==> config.mk <==
export PLATFORM = sky130hd
export DESIGN_NAME = weekday_alarm_table_top
export DESIGN_NICKNAME = d
export VERILOG_FILES = /design/src/rtl/wat_pkg.sv /design/src/rtl/wat_table.sv /design/src/rtl/wat_ctrl.sv /design/src/rtl/weekday_alarm_table_top.sv
export SDC_FILE = /design/constraint.sdc
export NUM_CORES = 1
export LEC_CHECK = 0
export ABC_AREA = 1
export BUFFER_PORTS_ARGS = -buffer_cell sky130_fd_sc_hd__buf_2
export CELL_PAD_IN_SITES_DETAIL_PLACEMENT = 1
export CELL_PAD_IN_SITES_GLOBAL_PLACEMENT = 2
export CORE_MARGIN = 2
export CORE_UTILIZATION = 40
export DETAILED_ROUTE_END_ITERATION = 8
export PLACE_DENSITY = 0.83
export SYNTH_ARGS = -nofsm -noshare
export SYNTH_HDL_FRONTEND = slang
export SYNTH_SLANG_ARGS = --single-unit
==> constraint.sdc <==
create_clock -name clk -period 4.8 [get_ports clk]
set_input_delay 0.96 -clock clk [delete_from_list [all_inputs] [get_ports clk]]
set_output_delay 0.96 -clock clk [all_outputs]
set_load 0.03 [all_outputs]
==> src/rtl/wat_pkg.sv <==
// Shared types and constants for the weekday alarm table.
package wat_pkg;

    localparam int MAX_ENTRIES = 16;
    localparam int IDX_W = (MAX_ENTRIES > 1) ? $clog2(MAX_ENTRIES) : 1;
    localparam int CNT_W = $clog2(MAX_ENTRIES + 1);

    localparam logic [2:0] MODE_TICK   = 3'd0;
    localparam logic [2:0] MODE_ADD    = 3'd1;
    localparam logic [2:0] MODE_DELETE = 3'd2;
    localparam logic [2:0] MODE_TOGGLE = 3'd3;
    localparam logic [2:0] MODE_POLL   = 3'd4;

    localparam logic [7:0] DEFAULT_KEY  = 8'd1;
    localparam logic [4:0] DEFAULT_HOUR = 5'd7;
    localparam logic [6:0] DEFAULT_DAYS = 7'h3E;
    localparam logic [5:0] NO_MINUTE    = 6'd63;

    typedef struct packed {
        logic [7:0] key;
        logic [4:0] hour;
        logic [5:0] minute;
        logic       enable;
        logic [6:0] days;
    } entry_t;

    localparam entry_t DEFAULT_ENTRY = '{
        key: DEFAULT_KEY, hour: DEFAULT_HOUR, minute: 6'd0, enable: 1'b0, days: DEFAULT_DAYS
    };

    typedef struct packed {
        logic [2:0] mode;
        logic [4:0] hour;
        logic [5:0] minute;
        logic [2:0] weekday;
        logic [7:0] alarm_id;
        logic       enable_flag;
        logic [6:0] day_mask;
    } item_t;

    typedef struct packed {
        logic       op_ok;
        logic       fired;
        logic       pending_valid;
        logic [7:0] pending_id;
    } result_t;

    typedef struct packed {
        logic             wr_en;
        logic [IDX_W-1:0] wr_addr;
        entry_t           wr_data;
        logic [IDX_W-1:0] rd_addr;
    } table_req_t;

    typedef enum logic [2:0] {
        S_IDLE,
        S_SCAN,
        S_FIND,
        S_SHIFT,
        S_DONE
    } state_t;

endpackage

==> src/rtl/wat_table.sv <==
// Alarm entry storage with one read port and one write port.
module wat_table (
    input  logic                clk,
    input  logic                rst_n,
    input  wat_pkg::table_req_t req,
    output wat_pkg::entry_t     rd_data
);

    wat_pkg::entry_t mem [wat_pkg::MAX_ENTRIES];

    always_ff @(posedge clk or negedge rst_n)
    begin
        if (!rst_n)
        begin
            for (int i = 0; i < wat_pkg::MAX_ENTRIES; i++)
            begin
                mem[wat_pkg::IDX_W'(i)] <= (i == 0) ? wat_pkg::DEFAULT_ENTRY
                                                    : wat_pkg::entry_t'('0);
            end
        end
        else if (req.wr_en)
        begin
            mem[req.wr_addr] <= req.wr_data;
        end
    end

    assign rd_data = mem[req.rd_addr];

endmodule

==> src/rtl/wat_ctrl.sv <==
// Sequencer that scans, searches and compacts the alarm table one entry per cycle.
module wat_ctrl (
    input  logic                 clk,
    input  logic                 rst_n,
    input  logic                 start,
    input  wat_pkg::item_t       item,
    input  logic                 out_free,
    input  wat_pkg::entry_t      rd_data,
    output wat_pkg::table_req_t  req,
    output logic                 busy,
    output logic                 done,
    output wat_pkg::result_t     result
);

    wat_pkg::state_t                state_reg, state_next;
    wat_pkg::item_t                 item_reg, item_next;
    logic [wat_pkg::IDX_W-1:0]      idx_reg, idx_next;
    logic [wat_pkg::CNT_W-1:0]      count_reg, count_next;
    logic [5:0]                     last_min_reg, last_min_next;
    logic                           pend_flag_reg, pend_flag_next;
    logic [7:0]                     pend_key_reg, pend_key_next;
    logic                           ok_reg, ok_next;
    logic                           fired_reg, fired_next;
    logic                           polled_reg, polled_next;
    logic [7:0]                     poll_id_reg, poll_id_next;

    logic [wat_pkg::CNT_W-1:0]      idx_ext;
    logic                           last_idx;
    logic [7:0]                     today;
    logic                           time_hit;
    logic                           day_hit;
    logic                           key_hit;

    assign idx_ext  = wat_pkg::CNT_W'(idx_reg);
    assign last_idx = (idx_ext + wat_pkg::CNT_W'(1)) >= count_reg;
    assign today    = 8'd1 << item_reg.weekday;
    assign time_hit = rd_data.enable && (rd_data.hour == item_reg.hour)
                      && (rd_data.minute == item_reg.minute);
    assign day_hit  = (rd_data.days == 7'd0) || ((rd_data.days & today[6:0]) != 7'd0);
    assign key_hit  = (idx_ext < count_reg) && (rd_data.key == item_reg.alarm_id);

    always_ff @(posedge clk or negedge rst_n)
    begin
        if (!rst_n)
        begin
            state_reg     <= wat_pkg::S_IDLE;
            count_reg     <= wat_pkg::CNT_W'(1);
            last_min_reg  <= wat_pkg::NO_MINUTE;
            pend_flag_reg <= 1'b0;
            pend_key_reg  <= 8'd0;
            idx_reg       <= '0;
            ok_reg        <= 1'b0;
            fired_reg     <= 1'b0;
            polled_reg    <= 1'b0;
            poll_id_reg   <= 8'd0;
        end
        else
        begin
            state_reg     <= state_next;
            count_reg     <= count_next;
            last_min_reg  <= last_min_next;
            pend_flag_reg <= pend_flag_next;
            pend_key_reg  <= pend_key_next;
            idx_reg       <= idx_next;
            ok_reg        <= ok_next;
            fired_reg     <= fired_next;
            polled_reg    <= polled_next;
            poll_id_reg   <= poll_id_next;
        end
    end

    always_ff @(posedge clk)
    begin
        item_reg <= item_next;
    end

    always_comb
    begin
        state_next     = state_reg;
        item_next      = item_reg;
        idx_next       = idx_reg;
        count_next     = count_reg;
        last_min_next  = last_min_reg;
        pend_flag_next = pend_flag_reg;
        pend_key_next  = pend_key_reg;
        ok_next        = ok_reg;
        fired_next     = fired_reg;
        polled_next    = polled_reg;
        poll_id_next   = poll_id_reg;
        req.wr_en      = 1'b0;
        req.wr_addr    = idx_reg;
        req.wr_data    = rd_data;
        req.rd_addr    = idx_reg;
        done           = 1'b0;

        case (state_reg)
            wat_pkg::S_IDLE:
            begin
                if (start)
                begin
                    item_next    = item;
                    idx_next     = '0;
                    ok_next      = 1'b0;
                    fired_next   = 1'b0;
                    polled_next  = 1'b0;
                    poll_id_next = 8'd0;
                    case (item.mode)
                        wat_pkg::MODE_TICK:
                        begin
                            if (item.minute == last_min_reg || count_reg == '0)
                            begin
                                state_next = wat_pkg::S_DONE;
                            end
                            else
                            begin
                                state_next = wat_pkg::S_SCAN;
                            end
                            last_min_next = item.minute;
                        end
                        wat_pkg::MODE_ADD, wat_pkg::MODE_DELETE, wat_pkg::MODE_TOGGLE:
                        begin
                            state_next = wat_pkg::S_FIND;
                        end
                        wat_pkg::MODE_POLL:
                        begin
                            polled_next = 1'b1;
                            if (pend_flag_reg)
                            begin
                                ok_next        = 1'b1;
                                poll_id_next   = pend_key_reg;
                                pend_flag_next = 1'b0;
                                pend_key_next  = 8'd0;
                            end
                            state_next = wat_pkg::S_DONE;
                        end
                        default:
                        begin
                            state_next = wat_pkg::S_DONE;
                        end
                    endcase
                end
            end

            wat_pkg::S_SCAN:
            begin
                if (time_hit && day_hit)
                begin
                    fired_next     = 1'b1;
                    pend_flag_next = 1'b1;
                    pend_key_next  = rd_data.key;
                end
                if (last_idx)
                begin
                    state_next = wat_pkg::S_DONE;
                end
                else
                begin
                    idx_next = idx_reg + wat_pkg::IDX_W'(1);
                end
            end

            wat_pkg::S_FIND:
            begin
                if (key_hit)
                begin
                    ok_next    = 1'b1;
                    state_next = wat_pkg::S_DONE;
                    case (item_reg.mode)
                        wat_pkg::MODE_ADD:
                        begin
                            req.wr_en   = 1'b1;
                            req.wr_data = '{key: item_reg.alarm_id, hour: item_reg.hour,
                                            minute: item_reg.minute,
                                            enable: item_reg.enable_flag,
                                            days: item_reg.day_mask};
                        end
                        wat_pkg::MODE_TOGGLE:
                        begin
                            req.wr_en          = 1'b1;
                            req.wr_data.enable = ~rd_data.enable;
                        end
                        default:
                        begin
                            if (last_idx)
                            begin
                                count_next = count_reg - wat_pkg::CNT_W'(1);
                            end
                            else
                            begin
                                state_next = wat_pkg::S_SHIFT;
                            end
                        end
                    endcase
                end
                else if (last_idx)
                begin
                    state_next = wat_pkg::S_DONE;
                    if (item_reg.mode == wat_pkg::MODE_ADD
                        && count_reg < wat_pkg::CNT_W'(wat_pkg::MAX_ENTRIES))
                    begin
                        ok_next     = 1'b1;
                        req.wr_en   = 1'b1;
                        req.wr_addr = wat_pkg::IDX_W'(count_reg);
                        req.wr_data = '{key: item_reg.alarm_id, hour: item_reg.hour,
                                        minute: item_reg.minute,
                                        enable: item_reg.enable_flag,
                                        days: item_reg.day_mask};
                        count_next  = count_reg + wat_pkg::CNT_W'(1);
                    end
                end
                else
                begin
                    idx_next = idx_reg + wat_pkg::IDX_W'(1);
                end
            end

            wat_pkg::S_SHIFT:
            begin
                req.rd_addr = idx_reg + wat_pkg::IDX_W'(1);
                req.wr_en   = 1'b1;
                if ((idx_ext + wat_pkg::CNT_W'(2)) >= count_reg)
                begin
                    count_next = count_reg - wat_pkg::CNT_W'(1);
                    state_next = wat_pkg::S_DONE;
                end
                else
                begin
                    idx_next = idx_reg + wat_pkg::IDX_W'(1);
                end
            end

            wat_pkg::S_DONE:
            begin
                done = 1'b1;
                if (out_free)
                begin
                    state_next = wat_pkg::S_IDLE;
                end
            end

            default:
            begin
                state_next = wat_pkg::S_IDLE;
            end
        endcase
    end

    assign busy                 = (state_reg != wat_pkg::S_IDLE);
    assign result.op_ok         = ok_reg;
    assign result.fired         = fired_reg;
    assign result.pending_valid = pend_flag_reg;
    assign result.pending_id    = polled_reg ? poll_id_reg
                                             : (pend_flag_reg ? pend_key_reg : 8'd0);

endmodule

==> src/rtl/weekday_alarm_table_top.sv <==
// Top level of the weekday alarm table: input handshake, sequencer, storage and output register.
//
// The input channel carries one command per transaction (tick, add or update, delete,
// toggle, poll). Every command produces exactly one result transaction on the output
// channel. A transaction is taken when valid is high and stall is low.
// The block works on one command at a time and holds in_stall high while it does.
// What each command does after acceptance, with N stored entries:
//   poll, unused mode, a tick of an already checked minute or an empty table: no table visit;
//   tick: all N entries compared, one entry compared per cycle;
//   add, toggle: a key search over up to N entries;
//   delete: key search, then the entries behind the found one are moved down
//   one by one to close the gap.
// in_stall falls as out_valid rises, so a command occupies the block until its result
// is presented. The single table read port, visited once per cycle, paces the search.
// A finished result sits in an output register; the next command is accepted while
// it waits, but that command is not completed until the receiver takes the result.
// When out_stall is high the result and out_valid hold steady. After reset the table
// holds one disabled alarm (key 1, 07:00, Monday to Friday), no minute has been
// checked and nothing is pending.
module weekday_alarm_table_top (
    input  logic       clk,
    input  logic       rst_n,
    input  logic       in_valid,
    output logic       in_stall,
    input  logic [2:0] mode,
    input  logic [4:0] hour,
    input  logic [5:0] minute,
    input  logic [2:0] weekday,
    input  logic [7:0] alarm_id,
    input  logic       enable_flag,
    input  logic [6:0] day_mask,
    output logic       out_valid,
    input  logic       out_stall,
    output logic       op_ok,
    output logic       fired,
    output logic       pending_valid,
    output logic [7:0] pending_id
);

    wat_pkg::item_t      item;
    wat_pkg::table_req_t req;
    wat_pkg::entry_t     rd_data;
    wat_pkg::result_t    result;
    wat_pkg::result_t    result_reg;
    logic                out_valid_reg, out_valid_next;
    logic                busy;
    logic                done;
    logic                start;
    logic                out_free;

    assign item = '{mode: mode, hour: hour, minute: minute, weekday: weekday,
                    alarm_id: alarm_id, enable_flag: enable_flag, day_mask: day_mask};

    assign in_stall = busy;
    assign start    = in_valid && !busy;
    assign out_free = !out_valid_reg || !out_stall;

    wat_table u_table (
        .clk     (clk),
        .rst_n   (rst_n),
        .req     (req),
        .rd_data (rd_data)
    );

    wat_ctrl u_ctrl (
        .clk      (clk),
        .rst_n    (rst_n),
        .start    (start),
        .item     (item),
        .out_free (out_free),
        .rd_data  (rd_data),
        .req      (req),
        .busy     (busy),
        .done     (done),
        .result   (result)
    );

    always_comb
    begin
        out_valid_next = out_valid_reg;
        if (done && out_free)
        begin
            out_valid_next = 1'b1;
        end
        else if (out_valid_reg && !out_stall)
        begin
            out_valid_next = 1'b0;
        end
    end

    always_ff @(posedge clk or negedge rst_n)
    begin
        if (!rst_n)
        begin
            out_valid_reg <= 1'b0;
        end
        else
        begin
            out_valid_reg <= out_valid_next;
        end
    end

    always_ff @(posedge clk)
    begin
        if (done && out_free)
        begin
            result_reg <= result;
        end
    end

    assign out_valid     = out_valid_reg;
    assign op_ok         = result_reg.op_ok;
    assign fired         = result_reg.fired;
    assign pending_valid = result_reg.pending_valid;
    assign pending_id    = result_reg.pending_id;

endmodule

# Word level (Yosys, flattened, before mapping)
# Index checks and enable logic that the tools add are counted.
[word_totals] in_bits=37 ff_bits=515 output_inout_bits=13
[op_classes] shifts=1 muxes=65 eq_ne=26 reduce_logical=38 magnitude_cmp=7 n_bitwise=4 n_addsub=5
[ops] cell="bitwise mux 432 bit" count=1
[ops] cell="binary-select mux 27 bit (select 4 bit)" count=1
[ops] cell="demux 27 bit (select 4 bit)" count=1
[ops] cell="2-to-1 mux 27 bit" count=4
[ops] cell="2-to-1 mux 32 bit" count=2
[ops] cell="2-to-1 mux 8 bit" count=7
[ops] cell="2-to-1 mux 31 bit" count=1
[ops] cell="2-to-1 mux 5 bit" count=6
[ops] cell="2-to-1 mux 3 bit" count=8
[ops] cell="2-to-1 mux 4 bit" count=6
[ops] cell="2-to-1 mux 19 bit" count=1
[ops] cell="2-to-1 mux 1 bit" count=16
[ops] cell="one-hot mux 4 bit (4 select lines)" count=1
[ops] cell="one-hot mux 8 bit (2 select lines)" count=1
[ops] cell="== test 3 x 2 -> 1 bit (second input constant)" count=5
[ops] cell="one-hot mux 3 bit (5 select lines)" count=1
[ops] cell="== test 6 bit" count=2
[ops] cell="AND reduction 4 bit" count=3
[ops] cell=">= comparator 5 bit" count=2
[ops] cell=">= comparator 5 bit (second input constant)" count=2
[ops] cell="!= test 2 bit (second input constant)" count=5
[ops] cell="inverter 4 -> 5 bit" count=2
[ops] cell="one-hot mux 1 bit (2 select lines)" count=5
[ops] cell="one-hot mux 5 bit (2 select lines)" count=1
[ops] cell="35 further kinds" count=62

# Logic depth before layout (Yosys ltp)
[logic_depth] depth_word=16 ltp_mapped=26

# Cells and area by module
# From an unflattened synthesis, not the netlist that was laid out.
[hier_totals] cells_unflattened=2880 area_unflattened_um2=24751.2
[modules_own_cells] mod="wat_table" n_inst=1 seq_area_each_um2=11902.7 cells_per_inst=2269 area_per_inst_um2=19860.3
[modules_own_cells] mod="wat_ctrl" n_inst=1 seq_area_each_um2=1950.6 cells_per_inst=593 area_per_inst_um2=4511.8
[modules_own_cells] mod="weekday_alarm_table_top" n_inst=1 seq_area_each_um2=355.3 cells_per_inst=18 area_per_inst_um2=379.1

# Worst setup path before layout
# Ideal clock, no wire load.
[synth_path] kind="register to register" startpoint="reg u_ctrl.idx_reg[2] (netlist name)" endpoint="reg u_table.mem[0] (netlist name) (enable)" path_stages_with_launch=18 setup_ns=0.411 setup_slack_ns=0.381 t_arrival_ns=4.008 required_ns=4.389 period_less_slack_ns=4.419 path_cell_list="dfrtp_1 > ha_1 > xor2_1 > a21oi_1 > inv_1 > ha_1 > nand2_1 > o21a_1 > nand3_1 > nand2_1 > clkbuf_1 > o21ai_0 > nand3b_1 > nand2_2 > nand2_4 > inv_2 > nand2_1 > nor2_1"
[synth_between] elab_chain_len=11 word_cells_on_any_way=15 cone_classes="add/sub (2); order compare (2); eq/ne (1); mux (7); bitwise (1); reduce/logical (2)"
[synth_lines] element="from (decl)" line_no="wat_ctrl.sv:17" text="logic [wat_pkg::IDX_W-1:0] idx_reg, idx_next;"
[synth_lines] element="from (signal assigned)" line_no="wat_ctrl.sv:64" text="idx_reg <= idx_next;"
[synth_lines] element="adder 4 x 1 -> 4 bit" line_no="wat_ctrl.sv:219" text="req.rd_addr = idx_reg + wat_pkg::IDX_W'(1);"
[synth_lines] element="2-to-1 mux 4 bit" line_no="wat_ctrl.sv:96" text="case (state_reg)"
[synth_lines] element="inverter 4 -> 5 bit (implied by the code)" line_no="wat_table.sv:27" text="assign rd_data = mem[req.rd_addr];"
[synth_lines] element="binary-select mux 27 bit (select 4 bit)" line_no="wat_table.sv:27"
[synth_lines] element="2-to-1 mux 27 bit (implied by the code) (2 in a row)" line_no="wat_table.sv:27"
[synth_lines] element="== test 8 bit" line_no="wat_ctrl.sv:40" text="assign key_hit = (idx_ext < count_reg) && (rd_data.key == item_reg.alarm_id);"
[synth_lines] element="logical AND 1 bit" line_no="wat_ctrl.sv:40"
[synth_lines] element="2-to-1 mux 1 bit (*)" line_no="wat_ctrl.sv:164" text="if (key_hit)"
[synth_lines] element="one-hot mux 1 bit (2 select lines) (*)" line_no="wat_ctrl.sv:96"
[synth_lines] element="AND reduction 2 bit (no source line) (*)"
[synth_lines] element="to (signal, indexed assignment)" line_no="wat_table.sv:17" text="mem[wat_pkg::IDX_W'(i)] <= (i == 0) ? wat_pkg::DEFAULT_ENTRY"
[synth_lines] element="to (signal, indexed assignment)" line_no="wat_table.sv:23" text="mem[req.wr_addr] <= req.wr_data;"
[synth_lines] element="to (decl)" line_no="wat_table.sv:9" text="wat_pkg::entry_t mem [wat_pkg::MAX_ENTRIES];"
# Every way passes the cells marked *; elsewhere a longest branch is shown, timed or not. The select of a mux whose other input is x is not followed.
# A chain may end at the register's enable or synchronous reset.

# Final worst setup path
[layout_path] startpoint="reg u_ctrl.idx_reg[0] (netlist name)" endpoint="reg u_table.mem[139] (netlist name) (enable)"
# Same word-level chain as after synthesis.

==> impl_metrics.env <==
export IMPL_crit_type="flip-flop to flip-flop"
export IMPL_critPathLaunchType="flip-flop"
export IMPL_first_iter_violations=1793
export IMPL_synth_compound_area_share_pct=5.531
export IMPL_path_max_fanout=75
export IMPL_synthAdderAreaFrac_pct=0.8586
export IMPL_die_h_um=252.9
export IMPL_dpl_instance_area_um2=26070
export IMPL_rsz0062_at_grt="yes"
export IMPL_chipWidth_um=252.9
export IMPL_critPathRequiredTime_ps=5060
export IMPL_leakagePower_nw=12.46
export IMPL_vias=20820
export IMPL_synthMuxAreaShare_pct=0.1768
export IMPL_hold_viol=0
export IMPL_min_period_over_period_pct=96.12
export IMPL_nFillCells=7040
export IMPL_synthSimpleGateAreaFrac_pct=30.68
export IMPL_h_tree_depth=2
export IMPL_endpoint_kind="flip-flop"
export IMPL_setup_viol=0
export IMPL_drt_first_pass_iters=5
export IMPL_port_buffers=49
export IMPL_gp_congestion=0.8652
export IMPL_yosysWarnings=0
export IMPL_area_delta_synth_final_pct=14.08
export IMPL_arrival_ps=4880
export IMPL_core_um2=61480
export IMPL_dp_cells=3499
export IMPL_ioPinCount=50
export IMPL_syn_cell_area_um2=24770
export IMPL_max_slew_margin_pct=34.54
export IMPL_yosysSeqAreaShare_pct=57.36
export IMPL_fin_cells=3623
export IMPL_final_cell_mix="nand2_1 (923), nand3_1 (587), edfxtp_1 (260)"
export IMPL_synth_seq_cells=515
export IMPL_die_area_um2=63940
export IMPL_grt_pass1_vias=21780
export IMPL_cts_buffers_inserted=56
export IMPL_start_util_pct=40.29
export IMPL_p_per_area_nw_per_um2=539.5
export IMPL_fin_skew_ps=16.48
export IMPL_overflow=0
export IMPL_cts_root_buf="clkbuf_16"
export IMPL_hp_class="primary input to async pin"
export IMPL_synth_top_family_by_area="simple AND/OR/NAND/NOR gates"
export IMPL_drive_gt1_share_pct=11.33
export IMPL_min_period_ps=4614
export IMPL_nets=2839
export IMPL_synthCells=2747
export IMPL_drt_vias_per_instance=5.746
export IMPL_detail_route_antenna_nets=0
export IMPL_drc=0
export IMPL_synth_cell_type_count=49
export IMPL_synthFlopType="edfxtp_1"
export IMPL_syn_nets=2801
export IMPL_grt_pass1_wl_um=133600
export IMPL_vdd_drop_max_mv=0.3073
export IMPL_hpwl_um=51520
export IMPL_cap_violations=0
export IMPL_timing_fmax_mhz=216.7
export IMPL_yosys_area_share_xor_xnor_pct=0.4950
export IMPL_clock_sinks=515
export IMPL_outcome="finished clean"
export IMPL_drv_slew=0
export IMPL_synth_edff_count=260
export IMPL_final_cell_area_um2=28260
export IMPL_clk_path_buf_depth=3
export IMPL_async_flop_share_pct=49.51
export IMPL_tightest_slew_ps=978.3
export IMPL_power_mw=15.25
export IMPL_cts_hold_fix_buffers=0
export IMPL_grt_use_total_pct=27.44
export IMPL_largest_reg_flops=432
export IMPL_routed_wl_um=90030
export IMPL_avgRoutedWirePerCell_um=24.85
export IMPL_path_clk_slew_ps=60
export IMPL_multi_input_area_um2=9589
export IMPL_num_rows=91
export IMPL_synth_avg_cell_area_um2=9.018
export IMPL_cts_tree="yes"
export IMPL_grt_start_max_net_pins=149
export IMPL_mostFrequentLayoutCell="nand2_1"
export IMPL_regArea_um2=14210
export IMPL_clk_latency_ps=630
export IMPL_antenna_found_initial=2
[cells in the mapped netlist, types with 4 or more instances]
cell type	n	area, um^2
nor2_1	114	427.9
o21a_1	4	30.03
xnor2_1	4	35.03
nand3b_1	4	30.03
nor2_2	4	25.02
buf_4	23	172.7
edfxtp_1	260	7807
buf_1	7	26.28
o22ai_1	8	50.05
nand2_2	8	50.05
inv_2	7	26.28
nor3_1	5	25.02
o221ai_1	21	183.9
o21ai_0	146	730.7
nand3_4	6	105.1
inv_1	78	292.8
a21oi_1	13	65.06
clkbuf_1	49	183.9
nand2_4	7	78.83
nand2_1	923	3465
buf_2	81	405.4
nand3_1	588	2943
buf_6	8	90.09
dfstp_2	16	420.4
o211ai_1	21	157.7
nand4_1	26	162.7
o21ai_1	9	45.04
dfrtp_1	239	5981
nor2_8	8	160.2
nand3_2	5	50.05
ha_1	17	212.7
xor2_1	10	87.58
[cells by family (layout without fill, tap and decap cells)]
group	after synthesis	count (layout)
compound gates	232	232
xor+xnor	14	14
fa+ha+maj	17	17
buf+inv	257	337
flops	515	515
mux	4	4
other cells	0	1
simple gates	1708	1713
[metal layers]
metal / share of wire, % / vias to the layer above / GRT usage, %
li1: - / 9431 / -
met1: 42 / 10690 / 36.43
met2: 50 / 549 / 46.94
met3: 4.8 / 147 / 3.094
met4: 3.0 / 2 / 8.808
met5: 0.014 / - / 0
[area by class of cell]
class	instances	area share [%]
well taps	790	3.498
clock inverters	34	1.138
clock buffers	71	5.415
multi-input cells	1980	33.93
flip-flops and latches	515	50.28
diodes	1	0.008855
repair buffers	143	4.525
inverters	89	1.209
[stage by stage]
| stage | hold WS, ps | setup WS, ps | utilization [%] | setup TNS, ps |
|---|---|---|---|---|
| after floorplan | 423.1 | 381.0 | - | 0 |
| after global routing | 221.2 | -4.154 | 45.96 | -12.97 |
| after detailed placement | 434.1 | 72.60 | 42.40 | 0 |
| after global placement | 441.5 | 229.2 | 42.40 | 0 |
| after CTS | 218.9 | 28.35 | 45.41 | 0 |
| final | 216.0 | 186.2 | 45.96 | 0 |
[worst paths after layout]
path                                        start                  end  slack, ps  cells past startpoint
worst max-delay path            u_ctrl.idx_reg[0]     u_table.mem[139]        190                     19
worst min-delay path                        rst_n     u_table.mem[280]        220                      1
worst max register to register  u_ctrl.idx_reg[0]     u_table.mem[139]        190                     19
worst min register to register   u_ctrl.fired_reg                fired        460                      0
max in group asynchronous                   rst_n  u_ctrl.count_reg[4]       3370                      2
min in group clk                 u_ctrl.fired_reg                fired        460                      0
[where the power goes]
group,switching [mW],total (mW),leakage [nW],internal [mW]
registers,0.289,5.65,5.88,5.36
logic,3.87,5.18,5.67,1.31
clock network,1.86,4.42,0.910,2.56
total,6.01,15.2,12.5,9.23
[timing repair]
item,4_1_cts,5_1_grt
buffers inserted,0,12
setup endpoints to repair,0,315
resized for setup,0,14
[critical path, stage by stage (launching register included)]
cell and delay [ps]:
dfrtp_1 480, ha_1 450, o21ai_4 210, buf_12 340
nand3_1 190, nand3_1 100, nand3_1 170, nand2_1 170
nand2_1 80, nand2_1 60, clkinv_1 50, nand2_1 70
nor2_2 50, nand3_4 80, buf_4 320, nand3_1 110
nand2_1 240, nand2_1 330, nor2_4 190, buf_4 420
No activity file was read; power rests on OpenSTA's default activity.
